`src/rtl/reduction_tree_parent_index_macros.svh`:
```
// Assertion macros for the reduction tree parent lookup.
`ifndef REDUCTION_TREE_PARENT_INDEX_MACROS_SVH
`define REDUCTION_TREE_PARENT_INDEX_MACROS_SVH

// Same-cycle implication, checked out of reset.
`define RTPI_ASSERT_NOW(name, ante, cons, msg) \
  name: assert property (@(posedge clk) disable iff (rst) (ante) |-> (cons)) else $error(msg);

// Next-cycle implication, checked out of reset.
`define RTPI_ASSERT_NEXT(name, ante, cons, msg) \
  name: assert property (@(posedge clk) disable iff (rst) (ante) |=> (cons)) else $error(msg);

`endif

```
`src/rtl/rtpi_pkg.sv`:
```
`default_nettype none

package rtpi_pkg;

  localparam int NODE_W = 11;
  localparam int RANK_W = 11;
  localparam int PAR_W  = 10;
  localparam int RNG_W  = 12;
  localparam int CMP_W  = 13;

  localparam int unsigned MAX_RANKS_DEF = 1024;

  typedef enum logic [2:0] {
    ST_IDLE,
    ST_SCAN,
    ST_LCHK,
    ST_CLIMB,
    ST_WALK,
    ST_OUT
  } ctrl_state_t;

  typedef enum logic [1:0] {
    RNG_HOLD,
    RNG_LOAD,
    RNG_UP
  } rng_op_t;

  typedef enum logic [1:0] {
    P_HOLD,
    P_FROM_ID,
    P_UP
  } p_op_t;

  typedef enum logic [2:0] {
    RES_NONE,
    RES_PLAIN,
    RES_ROOT,
    RES_ERR,
    RES_P,
    RES_ZERO
  } res_sel_t;

  typedef struct packed {
    logic     id_load;
    rng_op_t  rng_op;
    p_op_t    p_op;
    res_sel_t res_sel;
    logic     out_load;
  } rtpi_cmd_t;

  typedef struct packed {
    logic id_zero;
    logic in_range;
    logic id_eq_hi;
    logic id_lt_lo;
    logic id_gt_hi;
    logic id_lt_hi;
    logic hi_zero;
    logic leaf_in;
    logic ok;
    logic p_zero;
    logic p_up_zero;
    logic out_free;
  } rtpi_status_t;

  function automatic logic [RNG_W-1:0] up_rng(input logic [RNG_W-1:0] n);
    logic [RNG_W-1:0] m;
    m = n - RNG_W'(1);
    return (n == '0) ? '0 : (m >> 1);
  endfunction

  function automatic logic [RNG_W-1:0] slots_of(input logic [RANK_W-1:0] rc);
    logic [RNG_W-1:0] s;
    logic             found;
    s = '0;
    found = 1'b0;
    for (int k = 0; k < RNG_W; k++) begin
      if (!found && ((RNG_W'(1) << k) >= RNG_W'(rc))) begin
        s = RNG_W'(1) << k;
        found = 1'b1;
      end
    end
    return s;
  endfunction

endpackage

`default_nettype wire

```
`src/rtl/rtpi_ctrl.sv`:
```
`default_nettype none

module rtpi_ctrl (
  input  wire logic                  clk,
  input  wire logic                  rst,
  input  wire logic                  in_valid,
  output logic                       in_ready,
  input  wire rtpi_pkg::rtpi_status_t status,
  output rtpi_pkg::rtpi_cmd_t        cmd
);

  rtpi_pkg::ctrl_state_t state, state_next;

  always_ff @(posedge clk) begin
    if (rst) begin
      state <= rtpi_pkg::ST_IDLE;
    end else begin
      state <= state_next;
    end
  end

  always_comb begin
    state_next = state;
    unique case (state)
      rtpi_pkg::ST_IDLE: begin
        if (in_valid) state_next = rtpi_pkg::ST_SCAN;
      end
      rtpi_pkg::ST_SCAN: begin
        priority if (status.id_zero || status.in_range) state_next = rtpi_pkg::ST_OUT;
        else if (status.id_eq_hi) state_next = rtpi_pkg::ST_LCHK;
        else if (status.id_lt_lo) state_next = rtpi_pkg::ST_SCAN;
        else state_next = rtpi_pkg::ST_OUT;
      end
      rtpi_pkg::ST_LCHK: begin
        state_next = status.id_gt_hi ? rtpi_pkg::ST_OUT : rtpi_pkg::ST_CLIMB;
      end
      rtpi_pkg::ST_CLIMB: begin
        priority if (status.id_lt_hi && !status.hi_zero) state_next = rtpi_pkg::ST_CLIMB;
        else if (!status.leaf_in || status.id_zero) state_next = rtpi_pkg::ST_OUT;
        else state_next = rtpi_pkg::ST_WALK;
      end
      rtpi_pkg::ST_WALK: begin
        if (status.ok || status.p_zero || status.p_up_zero) state_next = rtpi_pkg::ST_OUT;
      end
      rtpi_pkg::ST_OUT: begin
        if (status.out_free) state_next = rtpi_pkg::ST_IDLE;
      end
      default: state_next = rtpi_pkg::ST_IDLE;
    endcase
  end

  always_comb begin
    in_ready     = 1'b0;
    cmd.id_load  = 1'b0;
    cmd.rng_op   = rtpi_pkg::RNG_HOLD;
    cmd.p_op     = rtpi_pkg::P_HOLD;
    cmd.res_sel  = rtpi_pkg::RES_NONE;
    cmd.out_load = 1'b0;
    unique case (state)
      rtpi_pkg::ST_IDLE: begin
        in_ready = 1'b1;
        if (in_valid) begin
          cmd.id_load = 1'b1;
          cmd.rng_op  = rtpi_pkg::RNG_LOAD;
        end
      end
      rtpi_pkg::ST_SCAN: begin
        priority if (status.id_zero) cmd.res_sel = rtpi_pkg::RES_ROOT;
        else if (status.in_range) cmd.res_sel = rtpi_pkg::RES_PLAIN;
        else if (status.id_eq_hi) cmd.rng_op = rtpi_pkg::RNG_LOAD;
        else if (status.id_lt_lo) cmd.rng_op = rtpi_pkg::RNG_UP;
        else cmd.res_sel = rtpi_pkg::RES_PLAIN;
      end
      rtpi_pkg::ST_LCHK: begin
        if (status.id_gt_hi) cmd.res_sel = rtpi_pkg::RES_ERR;
      end
      rtpi_pkg::ST_CLIMB: begin
        priority if (status.id_lt_hi && !status.hi_zero) cmd.rng_op = rtpi_pkg::RNG_UP;
        else if (!status.leaf_in || status.id_zero) cmd.res_sel = rtpi_pkg::RES_ERR;
        else cmd.p_op = rtpi_pkg::P_FROM_ID;
      end
      rtpi_pkg::ST_WALK: begin
        priority if (status.ok || status.p_zero) cmd.res_sel = rtpi_pkg::RES_P;
        else if (status.p_up_zero) cmd.res_sel = rtpi_pkg::RES_ZERO;
        else begin
          cmd.p_op   = rtpi_pkg::P_UP;
          cmd.rng_op = rtpi_pkg::RNG_UP;
        end
      end
      rtpi_pkg::ST_OUT: begin
        cmd.out_load = status.out_free;
      end
      default: begin
        in_ready = 1'b0;
      end
    endcase
  end

endmodule

`default_nettype wire

```
`src/rtl/rtpi_dp.sv`:
```
`default_nettype none

module rtpi_dp #(
  parameter int unsigned MAX_RANKS = rtpi_pkg::MAX_RANKS_DEF
) (
  input  wire logic                        clk,
  input  wire logic                        rst,
  input  wire logic                        cfg_wr_en,
  input  wire logic [rtpi_pkg::RANK_W-1:0] cfg_wr_data,
  input  wire logic [rtpi_pkg::NODE_W-1:0] node_index,
  input  wire rtpi_pkg::rtpi_cmd_t         cmd,
  output rtpi_pkg::rtpi_status_t           status,
  output logic                             out_valid,
  input  wire logic                        out_ready,
  output logic [rtpi_pkg::PAR_W-1:0]       parent_index,
  output logic                             is_root,
  output logic                             range_error
);

  logic [rtpi_pkg::RANK_W-1:0] rank_count;
  logic [rtpi_pkg::RANK_W-1:0] rc_lim;
  logic [rtpi_pkg::RNG_W-1:0]  slots;
  logic [rtpi_pkg::RNG_W-1:0]  lo_init;
  logic [rtpi_pkg::RNG_W-1:0]  hi_init;

  logic [rtpi_pkg::NODE_W-1:0] id;
  logic [rtpi_pkg::RNG_W-1:0]  lo;
  logic [rtpi_pkg::RNG_W-1:0]  hi;
  logic [rtpi_pkg::PAR_W-1:0]  p;
  logic [rtpi_pkg::PAR_W-1:0]  res_parent;
  logic                        res_root;
  logic                        res_err;

  logic [rtpi_pkg::RNG_W-1:0]  id_x;
  logic [rtpi_pkg::PAR_W-1:0]  id_up;
  logic [rtpi_pkg::PAR_W-1:0]  p_up;
  logic [rtpi_pkg::CMP_W-1:0]  left_c;
  logic [rtpi_pkg::CMP_W-1:0]  right_c;

  always_comb begin
    priority if (rank_count == '0) rc_lim = rtpi_pkg::RANK_W'(1);
    else if (32'(rank_count) > 32'(MAX_RANKS)) rc_lim = rtpi_pkg::RANK_W'(MAX_RANKS);
    else rc_lim = rank_count;
  end

  assign slots   = rtpi_pkg::slots_of(rc_lim);
  assign lo_init = slots - rtpi_pkg::RNG_W'(1);
  assign hi_init = slots + rtpi_pkg::RNG_W'(rc_lim) - rtpi_pkg::RNG_W'(2);

  assign id_x    = rtpi_pkg::RNG_W'(id);
  assign id_up   = rtpi_pkg::PAR_W'(rtpi_pkg::up_rng(id_x));
  assign p_up    = rtpi_pkg::PAR_W'(rtpi_pkg::up_rng(rtpi_pkg::RNG_W'(p)));
  assign left_c  = {2'b00, p, 1'b1};
  assign right_c = left_c + rtpi_pkg::CMP_W'(1);

  always_comb begin
    status.id_zero   = (id == '0);
    status.in_range  = (lo <= id_x) && (id_x < hi);
    status.id_eq_hi  = (id_x == hi);
    status.id_lt_lo  = (id_x < lo);
    status.id_gt_hi  = (id_x > hi);
    status.id_lt_hi  = (id_x < hi);
    status.hi_zero   = (hi == '0);
    status.leaf_in   = (lo <= id_x) && (id_x <= hi);
    status.ok        = (rtpi_pkg::CMP_W'(lo) <= left_c) && (right_c <= rtpi_pkg::CMP_W'(hi));
    status.p_zero    = (p == '0);
    status.p_up_zero = (p_up == '0);
    status.out_free  = !out_valid || out_ready;
  end

  always_ff @(posedge clk) begin
    if (rst) begin
      rank_count <= rtpi_pkg::RANK_W'(1);
    end else if (cfg_wr_en) begin
      rank_count <= cfg_wr_data;
    end
  end

  always_ff @(posedge clk) begin
    if (cmd.id_load) id <= node_index;

    unique case (cmd.rng_op)
      rtpi_pkg::RNG_LOAD: begin
        lo <= lo_init;
        hi <= hi_init;
      end
      rtpi_pkg::RNG_UP: begin
        lo <= rtpi_pkg::up_rng(lo);
        hi <= rtpi_pkg::up_rng(hi);
      end
      default: begin
        lo <= lo;
        hi <= hi;
      end
    endcase

    unique case (cmd.p_op)
      rtpi_pkg::P_FROM_ID: p <= id_up;
      rtpi_pkg::P_UP:      p <= p_up;
      default:             p <= p;
    endcase

    unique case (cmd.res_sel)
      rtpi_pkg::RES_PLAIN: begin
        res_parent <= id_up;
        res_root   <= 1'b0;
        res_err    <= 1'b0;
      end
      rtpi_pkg::RES_ROOT: begin
        res_parent <= '0;
        res_root   <= 1'b1;
        res_err    <= 1'b0;
      end
      rtpi_pkg::RES_ERR: begin
        res_parent <= '0;
        res_root   <= 1'b0;
        res_err    <= 1'b1;
      end
      rtpi_pkg::RES_P: begin
        res_parent <= p;
        res_root   <= 1'b0;
        res_err    <= 1'b0;
      end
      rtpi_pkg::RES_ZERO: begin
        res_parent <= '0;
        res_root   <= 1'b0;
        res_err    <= 1'b0;
      end
      default: begin
        res_parent <= res_parent;
        res_root   <= res_root;
        res_err    <= res_err;
      end
    endcase
  end

  always_ff @(posedge clk) begin
    if (rst) begin
      out_valid <= 1'b0;
    end else if (cmd.out_load) begin
      out_valid <= 1'b1;
    end else if (out_ready) begin
      out_valid <= 1'b0;
    end
  end

  always_ff @(posedge clk) begin
    if (cmd.out_load) begin
      parent_index <= res_parent;
      is_root      <= res_root;
      range_error  <= res_err;
    end
  end

endmodule

`default_nettype wire

```
`src/rtl/reduction_tree_parent_index.sv`:
```
// The time from an accepted input word to output valid is set by the level scan,
// the upward climb and the ancestor walk, one tree level a cycle.
// Words are handled one at a time; the next word is taken once the result has
// moved to the output register, which holds it until taken.
// Reset (rst, synchronous): rank count returns to 1, controller goes idle,
// output valid drops.
`default_nettype none
`include "reduction_tree_parent_index_macros.svh"

module reduction_tree_parent_index #(
  parameter int unsigned MAX_RANKS = rtpi_pkg::MAX_RANKS_DEF
) (
  input  wire logic                        clk,
  input  wire logic                        rst,
  input  wire logic                        cfg_wr_en,
  input  wire logic [rtpi_pkg::RANK_W-1:0] cfg_wr_data,
  input  wire logic                        in_valid,
  output logic                             in_ready,
  input  wire logic [rtpi_pkg::NODE_W-1:0] node_index,
  output logic                             out_valid,
  input  wire logic                        out_ready,
  output logic [rtpi_pkg::PAR_W-1:0]       parent_index,
  output logic                             is_root,
  output logic                             range_error
);

  rtpi_pkg::rtpi_cmd_t    cmd;
  rtpi_pkg::rtpi_status_t status;

  rtpi_ctrl u_ctrl (
    .clk      (clk),
    .rst      (rst),
    .in_valid (in_valid),
    .in_ready (in_ready),
    .status   (status),
    .cmd      (cmd)
  );

  rtpi_dp #(
    .MAX_RANKS (MAX_RANKS)
  ) u_dp (
    .clk          (clk),
    .rst          (rst),
    .cfg_wr_en    (cfg_wr_en),
    .cfg_wr_data  (cfg_wr_data),
    .node_index   (node_index),
    .cmd          (cmd),
    .status       (status),
    .out_valid    (out_valid),
    .out_ready    (out_ready),
    .parent_index (parent_index),
    .is_root      (is_root),
    .range_error  (range_error)
  );

  `RTPI_ASSERT_NEXT(a_one_at_a_time, in_valid && in_ready, !in_ready, "word taken while busy")
  `RTPI_ASSERT_NOW(a_root_clean, out_valid && is_root, (parent_index == '0) && !range_error, "root word not clean")
  `RTPI_ASSERT_NOW(a_err_zero, out_valid && range_error, parent_index == '0, "error word has parent")
  `RTPI_ASSERT_NOW(a_load_free, cmd.out_load, status.out_free, "output overwritten")

endmodule

`default_nettype wire
```
`config.mk`:
```
export PLATFORM = sky130hd
export DESIGN_NAME = reduction_tree_parent_index
export DESIGN_NICKNAME = d
export VERILOG_FILES = /design/src/rtl/rtpi_pkg.sv /design/src/rtl/rtpi_ctrl.sv /design/src/rtl/rtpi_dp.sv /design/src/rtl/reduction_tree_parent_index.sv
export VERILOG_INCLUDE_DIRS = /design/src /design/src/rtl
export SDC_FILE = /design/constraint.sdc
export NUM_CORES = 1
export LEC_CHECK = 0
export BUFFER_PORTS_ARGS = -buffer_cell sky130_fd_sc_hd__buf_4
export CAP_MARGIN = 20
export CORE_MARGIN = 1
export CORE_UTILIZATION = 62
export CTS_CLUSTER_SIZE = 14
export DETAILED_ROUTE_END_ITERATION = 8
export PLACE_DENSITY_LB_ADDON = 0.08
export SYNTH_ARGS = -nofsm -noshare
export SYNTH_HDL_FRONTEND = slang
export SYNTH_HIERARCHICAL = 1
export SYNTH_SLANG_ARGS = --single-unit
```
`constraint.sdc`:
```
create_clock -name clk -period 5.38 [get_ports clk]
set_clock_uncertainty 0.15 [all_clocks]
set_input_delay 1.345 -clock clk [delete_from_list [all_inputs] [get_ports clk]]
set_output_delay 1.345 -clock clk [all_outputs]
set_load 0.02 [all_outputs]
```
; ---- Word level (Yosys, flattened, before mapping)
; Cells that the tools add are included.
[totals]
register_bits = 84
latch_bits = 0
ramBits = 0
mem_bits_ro = 0
input_bits = 27
mem_count = 0
[classes]
add_sub_neg = 8
mul = 0
div = 0
order_cmp = 20
eq_ne = 18
shift = 0
n_mux = 71
bitwise_logic = 0
reduce_logical = 52
[op_table]
columns = operator, count
row1 = 12-bit 2-to-1 mux, 11
row2 = 12-bit case mux with 2 select lines, 2
row3 = 11-bit 2-to-1 mux, 4
row4 = 3-bit 2-to-1 mux, 14
row5 = 12-bit zero test, 3
row6 = 12-bit by 1-bit subtractor with 12-bit output (second input constant), 3
row7 = 10-bit case mux with 3 select lines, 1
row8 = 12-bit by 11-bit <= comparator with 1-bit output, 2
row9 = 11-bit by 12-bit less-than comparator with 1-bit output, 2
row10 = 11-bit zero test, 2
row11 = 10-bit zero test, 2
row12 = 1-bit 2-to-1 mux, 20
row13 = 10-bit 2-to-1 mux, 2
row14 = 10-bit case mux with 2 select lines, 1
row15 = 3-bit case mux with 6 select lines, 1
row16 = 1-bit logical AND, 15
row17 = 1-bit zero test, 14
row18 = 2-bit 2-to-1 mux, 7
row19 = 13-bit by 12-bit <= comparator with 1-bit output, 1
row20 = 11-bit by 1-bit adder with 12-bit output (second input constant), 1
row21 = 12-bit by 11-bit adder with 12-bit output, 1
row22 = 11-bit by 12-bit equality test with 1-bit output, 1
row23 = 3-bit by 2-bit equality test with 1-bit output (second input constant), 4
row24 = 3-bit equality test (second input constant), 4
row25 = other kinds (35), 51

; ---- Longest topological paths before layout
; Gate-level depths: netlist of run 1.
[logic_depth]
ltp_word = 41
ltp_mapped = 19

; ---- By module
; Netlist of run 1, hierarchy kept.
[by_module_without_submodules]
columns = mod, instances, cells_per_inst, area_each_um2
row1 = rtpi_dp, 1, 662, 6321.1
row2 = rtpi_ctrl, 1, 56, 389.1

; ---- Worst setup path before layout of run 1
; OpenSTA, ideal clock, no wires.
[synth_timing]
path_kind = register to register
startpoint = register u_dp/p[4] in the netlist's numbering
endpoint = register u_dp/res_parent[6] in the netlist's numbering, data pin
setup_time_ns = 0.132
arrival_time_ns = 4.085
required_time_ns = 5.098
path_slack_ns = 1.013
path_stages_with_launch = 18
period_less_slack_ns = 4.367
cell_sequence = edfxtp_1 clkbuf_1 nand4_1 or2_2 nor3_1 xnor2_1 ha_1 nand4_1 nor2_1 a21oi_1 nand3_1 a21oi_1 nor3_2 nor4_1 ha_1 clkbuf_1 nor4b_2 a22o_1
[synth_rtl]
columns = element, line
row1 = "start, declared", rtpi_dp.sv:29  ; logic [rtpi_pkg::PAR_W-1:0] p;
row2 = "start signal, assigned", rtpi_dp.sv:98  ; rtpi_pkg::P_FROM_ID: p <= id_up;
row3 = "start signal, assigned", rtpi_dp.sv:99  ; rtpi_pkg::P_UP: p <= p_up;
row4 = "start signal, assigned", rtpi_dp.sv:100  ; default: p <= p;
row5 = "end signal, assigned", rtpi_dp.sv:105  ; res_parent <= id_up;
row6 = "end signal, assigned", rtpi_dp.sv:120  ; res_parent <= p;
row7 = "end signal, assigned", rtpi_dp.sv:130  ; res_parent <= res_parent;
row8 = "end, declared", rtpi_dp.sv:30  ; logic [rtpi_pkg::PAR_W-1:0] res_parent;

==> run metrics, run 1 <==
hold_sp=u_dp/res_parent[7]; TritonCTS buffer count=9; CTS tree=built; initial antenna violation count=0; DIE WIDTH=106 um; CP startpoint kind=flop; Final Worst Setup Slack=810 ps; HPWL Detailed=12300 um; hold-critical path depth=0; GRT Util Overall=29.0%; WHS Endpoint=u_dp/parent_index[7]; vias in the first global route=5462; root buffer cell=clkbuf_8; worst vdd ir=295 uV; crit end category=flop; power density cells=409 mW/mm^2; first-pass GRT wire length=25500 um; drt via density=6.12; Setup Fix Bufs, Post-CTS=0; post-synth net total=818; reg2reg end=u_dp/lo[2]; Flop pwr share=38.4%; GP Congestion=0.932; post-synth top area cell=edfxtp_1; Area contributors post-synth=edfxtp_1 31%, ha_1 13%, xnor2_1 5.2%; Fmax achieved=219 MHz; CTS resizes=0; Util after Layout=70.9%; layout cells sized above 1=11.9%; Clk pwr share=18.7%; largest net degree at the start of global routing=28; max-cap violations=0; Seq/Total Area, Yosys=35.4%; worst path arrival time=4610 ps; final setup vio count=0; post-synthesis register bit count=84; clock sinks=84; Relative slew margins=36.1%; Slew @ Worst Pin=958 ps; H-tree depth=3; Final Hold Vio Count=0; Final Power=3.02 mW; unrepaired setup endpoints after global routing=false; clock latency on the worst-skew pair=370 ps; drt drc=0; hold_buf cts=0; diode count=0; Place WS=906 ps; fill cell count=798; setup TNS=0 ps; YS warnings=6; WP data required=5420 ps; Pre-Repair DR Iteration Count=5; die span in y=106 um; Overflow after GRT=0; Rows=37; via count=5479; switching share of power=39.5%; Internal=1.83 mW; Mapped Cells=718; clock-pin slew on the worst setup and hold paths=90 ps; Post-synth EDFFs=69; wire per inst=17.4 um; Max Root-Sink Buffers=2; FFs w/ async S/R, synth=0%; R2R Setup Slk=810 ps; reg2reg start=u_dp/p[2]; Final Max Tran Viols=0; IO Count=41; static leakage=3.04 nW; remaining antenna violation count=0; synthesis-to-finish area growth=10.1%; Port Buffers=40; initial DRC count=371; R2R cell count=16; Netlist cell types=77; minimum clock period=4570 ps; routed wire length=15600 um; Top FF cell, synth=edfxtp_1; Std-Cell Core Area=0.0104 sq mm; Fin Hold WS=269 ps; Tcrit/Tclk final=84.9%; Post-Syn Area=0.00671 sq mm; fin nets=854; Crit Path Class=flop to flop; top cell type's share of synthesized area=30.9%; Net Switching=1.19 mW; Crit Path Max Fanout=27; initial core utilization=64.4%; syn_area_per_cell=9.35 sq um; Hold Crit Class=flop to flop; die area=0.0112 sq mm; Gate power share=42.9%; status=complete, no violations
critical path: stages, from the launching register on:
cell	delay [ps]
edfxtp_1	550
nand4_1	190
or2_2	350
nor3_1	180
xnor2_1	100
ha_1	290
nand4_1	100
nor2_1	170
o211ai_1	120
nand3_1	90
a21oi_1	110
nor3_2	210
nor4b_4	270
a311o_1	160
ha_1	780
o41ai_4	320
o22ai_1	230
registers in the layout (all words and copies together), names as in the netlist:
register / count
u_dp/parent_index: 10
u_dp/res_err: 1
u_dp/lo: 12
u_dp/range_error: 1
u_dp/is_root: 1
u_dp/id: 11
u_dp/res_parent: 10
u_dp/p: 10
u_ctrl/state: 3
u_dp/out_valid: 1
u_dp/hi: 12
u_dp/res_root: 1
u_dp/rank_count: 11
metrics by stage:
stage          cell area (sq um)  instances
3_3_place_gp                7120        878
5_1_grt                     7390        895
4_1_cts                     7370        894
2_1_floorplan               6710        718
3_5_place_dp                7120        878
6_report                    7390        895
cell type report:
| cell class | instances | area, sq um | share of cell area, % |
|---|---|---|---|
| flip-flops and latches | 84 | 2370 | 32.1 |
| multi-input cells | 535 | 3940 | 53.4 |
| clock buffers | 9 | 124 | 1.68 |
| repair buffers | 47 | 357 | 4.83 |
| well taps | 136 | 170 | 2.30 |
| clock inverters | 7 | 130 | 1.76 |
| inverters | 77 | 289 | 3.91 |
how the worst max path moves through the flow:
stage	startpoint	to	slack (ps)	depth (start not counted)
floorplan	u_dp/p[4]	u_dp/res_parent[6]	1010	17
global route	u_dp/p[2]	u_dp/lo[4]	370	16
detailed placement	u_dp/p[3]	u_dp/lo[4]	910	16
global placement	u_dp/p[2]	u_dp/lo[4]	980	16
CTS	u_dp/p[2]	u_dp/lo[4]	850	16
finish	u_dp/p[2]	u_dp/lo[2]	810	16
synth_stat cells, types with 4 or more instances:
library cell	count
a31oi_1	8
a21o_1	13
ha_1	72
and2_1	5
mux2i_1	19
nor4_1	10
nand2b_1	22
nor2_1	58
nand3_1	23
nor3_1	21
nor2b_1	15
buf_2	4
a211oi_1	6
a21oi_1	30
or3_1	8
nand2_1	37
xnor2_1	40
edfxtp_1	69
a22o_1	4
clkbuf_1	13
o21ai_1	5
nand4_1	9
o21a_1	4
o31ai_1	4
o21ai_0	27
nor3b_1	4
xor2_1	9
inv_1	75
o22ai_1	16
dfxtp_1	15
kinds of logic (layout without fill, tap and decap cells):
logic type / count (synthesis) / after routing / synth area share, %
muxes: 20 / 20 / 3.00
AOI/OAI and AO/OA: 146 / 146 / 14.6
adders and majority gates: 73 / 73 / 13.7
and+or+nand+nor: 246 / 246 / 20.9
DFF: 84 / 84 / 35.4
other: 1 / 1 / 0.0559
xor gates and xnor gates: 49 / 49 / 6.40
buffers and inverters: 99 / 140 / 5.95
power by group through the flow:
stage | Sequential (mW) | Clock, mW | Combinational, mW
after floorplan | 1.09 | 0 | 0.998
after global placement | 1.16 | 0 | 1.22
after detailed placement | 1.17 | 0 | 1.27
after CTS | 1.15 | 0.572 | 1.28
after global routing | 1.19 | 0.593 | 1.45
final | 1.16 | 0.565 | 1.30
per-layer routing:
metal	GRT usage, %	up-vias	share of wire [%]
li1	-	2677	-
met1	33.3	2586	42
met2	50.9	177	50
met3	4.54	39	4.3
met4	17.5	0	3.8
met5	0	-	0
placed cells by master (no fill, tap or decap), types with 22 or more instances in the layout:
master / count
a21oi_1: 30
edfxtp_1: 69
o21ai_0: 27
buf_4: 46
nand2b_1: 22
ha_1: 72
nor2_1: 58
nand2_1: 37
inv_1: 75
nand3_1: 23
xnor2_1: 40
Note: power is estimated with default switching activity, not from simulation.
==> run 2: changes to the inputs <==
--- a/config.mk
+++ b/config.mk
@@ -9,7 +9,7 @@
 export BUFFER_PORTS_ARGS = -buffer_cell sky130_fd_sc_hd__buf_4
 export CAP_MARGIN = 20
 export CORE_MARGIN = 1
-export CORE_UTILIZATION = 62
+export CORE_UTILIZATION = 56
 export CTS_CLUSTER_SIZE = 14
 export DETAILED_ROUTE_END_ITERATION = 8
 export PLACE_DENSITY_LB_ADDON = 0.08
==> constraint.sdc (replaced) <==
create_clock -name clk -period 3.72 [get_ports clk]
set_clock_uncertainty 0.15 [all_clocks]
set_input_delay 0.93 -clock clk [delete_from_list [all_inputs] [get_ports clk]]
set_output_delay 0.93 -clock clk [all_outputs]
set_load 0.02 [all_outputs]
==> run 2 against run 1 <==
Flip-flop and latch count did not move. The run now ends with DRC, setup timing left. Core utilization down 1.4 points. Design area rose by 8.9%. Count of clock-buffer cells in the layout rose by 1. Wire length is 4.7% higher. Highest routed layer unchanged.
==> run metrics, run 2 (synthesis results as in run 1) <==
status=complete, but fails checks; failing checks=DRC, setup timing; placed instance count=938; Crit Path Class=flop to flop; routed wire length=16300 um; Relative slew margins=57.8%; Tcrit/Tclk final=102%; DIE WIDTH=111 um; CP startpoint kind=flop; GRT Util Overall=27.1%; Crit path largest cell delay=410 ps; root buffer cell=clkbuf_16; Max Root-Sink Buffers=2; commonest non-fill, non-tap cell in the layout=buf_4; most frequent cells in the layout=98 x buf_4, 72 x inv_1, 69 x ha_1, 69 x edfxtp_1, 57 x nor2_1; initial DRC count=297; TritonCTS buffer count=9; Util after Layout=69.5%; H-tree depth=3; Slew @ Worst Pin=631 ps; Overflow after GRT=0; Hold Crit Class=flop to flop; diode count=0; die area=0.0124 sq mm; max-cap violations=0; hold_buf cts=0; Final Worst Setup Slack=-85.6 ps; Port Buffers=40; via count=5591; initial core utilization=58.0%; vias in the first global route=5674; drt drc=2; Crit Path Max Fanout=5; final setup vio count=21; Rows=39; GP Congestion=0.950; clock-pin slew on the worst setup and hold paths=60 ps; worst-path cell chain=buf_6 -> nand2_2 -> or3_4 -> xnor2_1 -> ha_1 -> nand4_1 -> nor2_2 -> nand4_1 -> a21oi_4 -> nor3_2 -> buf_4 -> nor4_4 -> ha_1 -> nor4b_4 -> buf_4 -> nand2_1 -> o21ai_0; Std-Cell Core Area=0.0116 sq mm; largest registers=u_dp/hi x12, u_dp/lo x12; unrepaired setup endpoints after global routing=true; setup TNS=-1230 ps; Final Hold Vio Count=0; largest net degree at the start of global routing=31; Final Power=4.65 mW; die span in y=111 um; crit end category=flop; non-filler cells, final=959; wire per inst=17.0 um; Final Max Tran Viols=0; cell at the slowest stage of the critical path=edfxtp_1; Sequential Area=0.00238 sq mm; clock sinks=84; initial antenna violation count=0; layout cells sized above 1=21.2%; remaining antenna violation count=0; HPWL Detailed=13100 um; Pre-Repair DR Iteration Count=8; Fmax achieved=263 MHz; fill cell count=905; worst vdd ir=300 uV; power density cells=578 mW/mm^2; drt via density=5.83; fin nets=911; Place WS=-151 ps; worst path arrival time=3850 ps; IO Count=41; WP data required=3770 ps; synthesis-to-finish area growth=19.9%; minimum clock period=3810 ps; first-pass GRT wire length=26500 um; clock latency on the worst-skew pair=350 ps; static leakage=3.37 nW; CTS tree=built; Multi-input gate area=0.00407 sq mm
[run 2: critical path, delay by kind of cell, from the launching register on]
kind | cells | cell delay [ps]
AOI/OAI and AO/OA | 2 | 290
xor gates and xnor gates | 1 | 140
adders and majority gates | 2 | 640
buffers and inverters | 3 | 470
DFF | 1 | 410
and+or+nand+nor | 9 | 1550
[run 2: path summary, 6_finish.rpt]
check	end	start	slack, ps	cells past startpoint
min	u_dp/parent_index[8]	u_dp/res_parent[8]	270	0
min reg2reg	u_dp/parent_index[8]	u_dp/res_parent[8]	270	0
max reg2reg	u_dp/res_parent[2]	u_dp/p[0]	-90	17
max	u_dp/res_parent[2]	u_dp/p[0]	-90	17
[run 2: timing repair]
action,CTS,global route
pin swaps,13,5
endpoints found under the setup margin,43,71
resized for setup,7,22
buffers inserted,2,2
cloned,1,0
[run 2: where the power goes]
| part | internal, mW | switching [mW] | leakage [nW] |
|---|---|---|---|
| combinational | 0.979 | 1.15 | 2.46 |
| clock | 0.476 | 0.383 | 0.144 |
| sequential | 1.38 | 0.273 | 0.763 |
| total | 2.84 | 1.81 | 3.37 |
[run 2: final cells by class]
cell class	count	share of cell area (%)
multi-input combinational	535	50.6
sequential	84	29.6
timing repair buffer	104	10.4
inverter	77	3.64
clock buffer	10	2.97
tap	143	2.22
clock inverter	6	0.576
[run 2: routing by layer]
metal  global-route usage, %  share of wire (%)
met1                    30.5                 41
met2                    48.8                 50
met3                    3.05                3.4
met4                    17.6                5.0
met5                       0                  0
[run 2: stage by stage]
stage	hold slack [ps]	area, sq um
2_1_floorplan	250	6770
3_3_place_gp	251	7620
3_5_place_dp	255	7620
4_1_cts	269	7960
5_1_grt	273	8040
6_report	268	8040
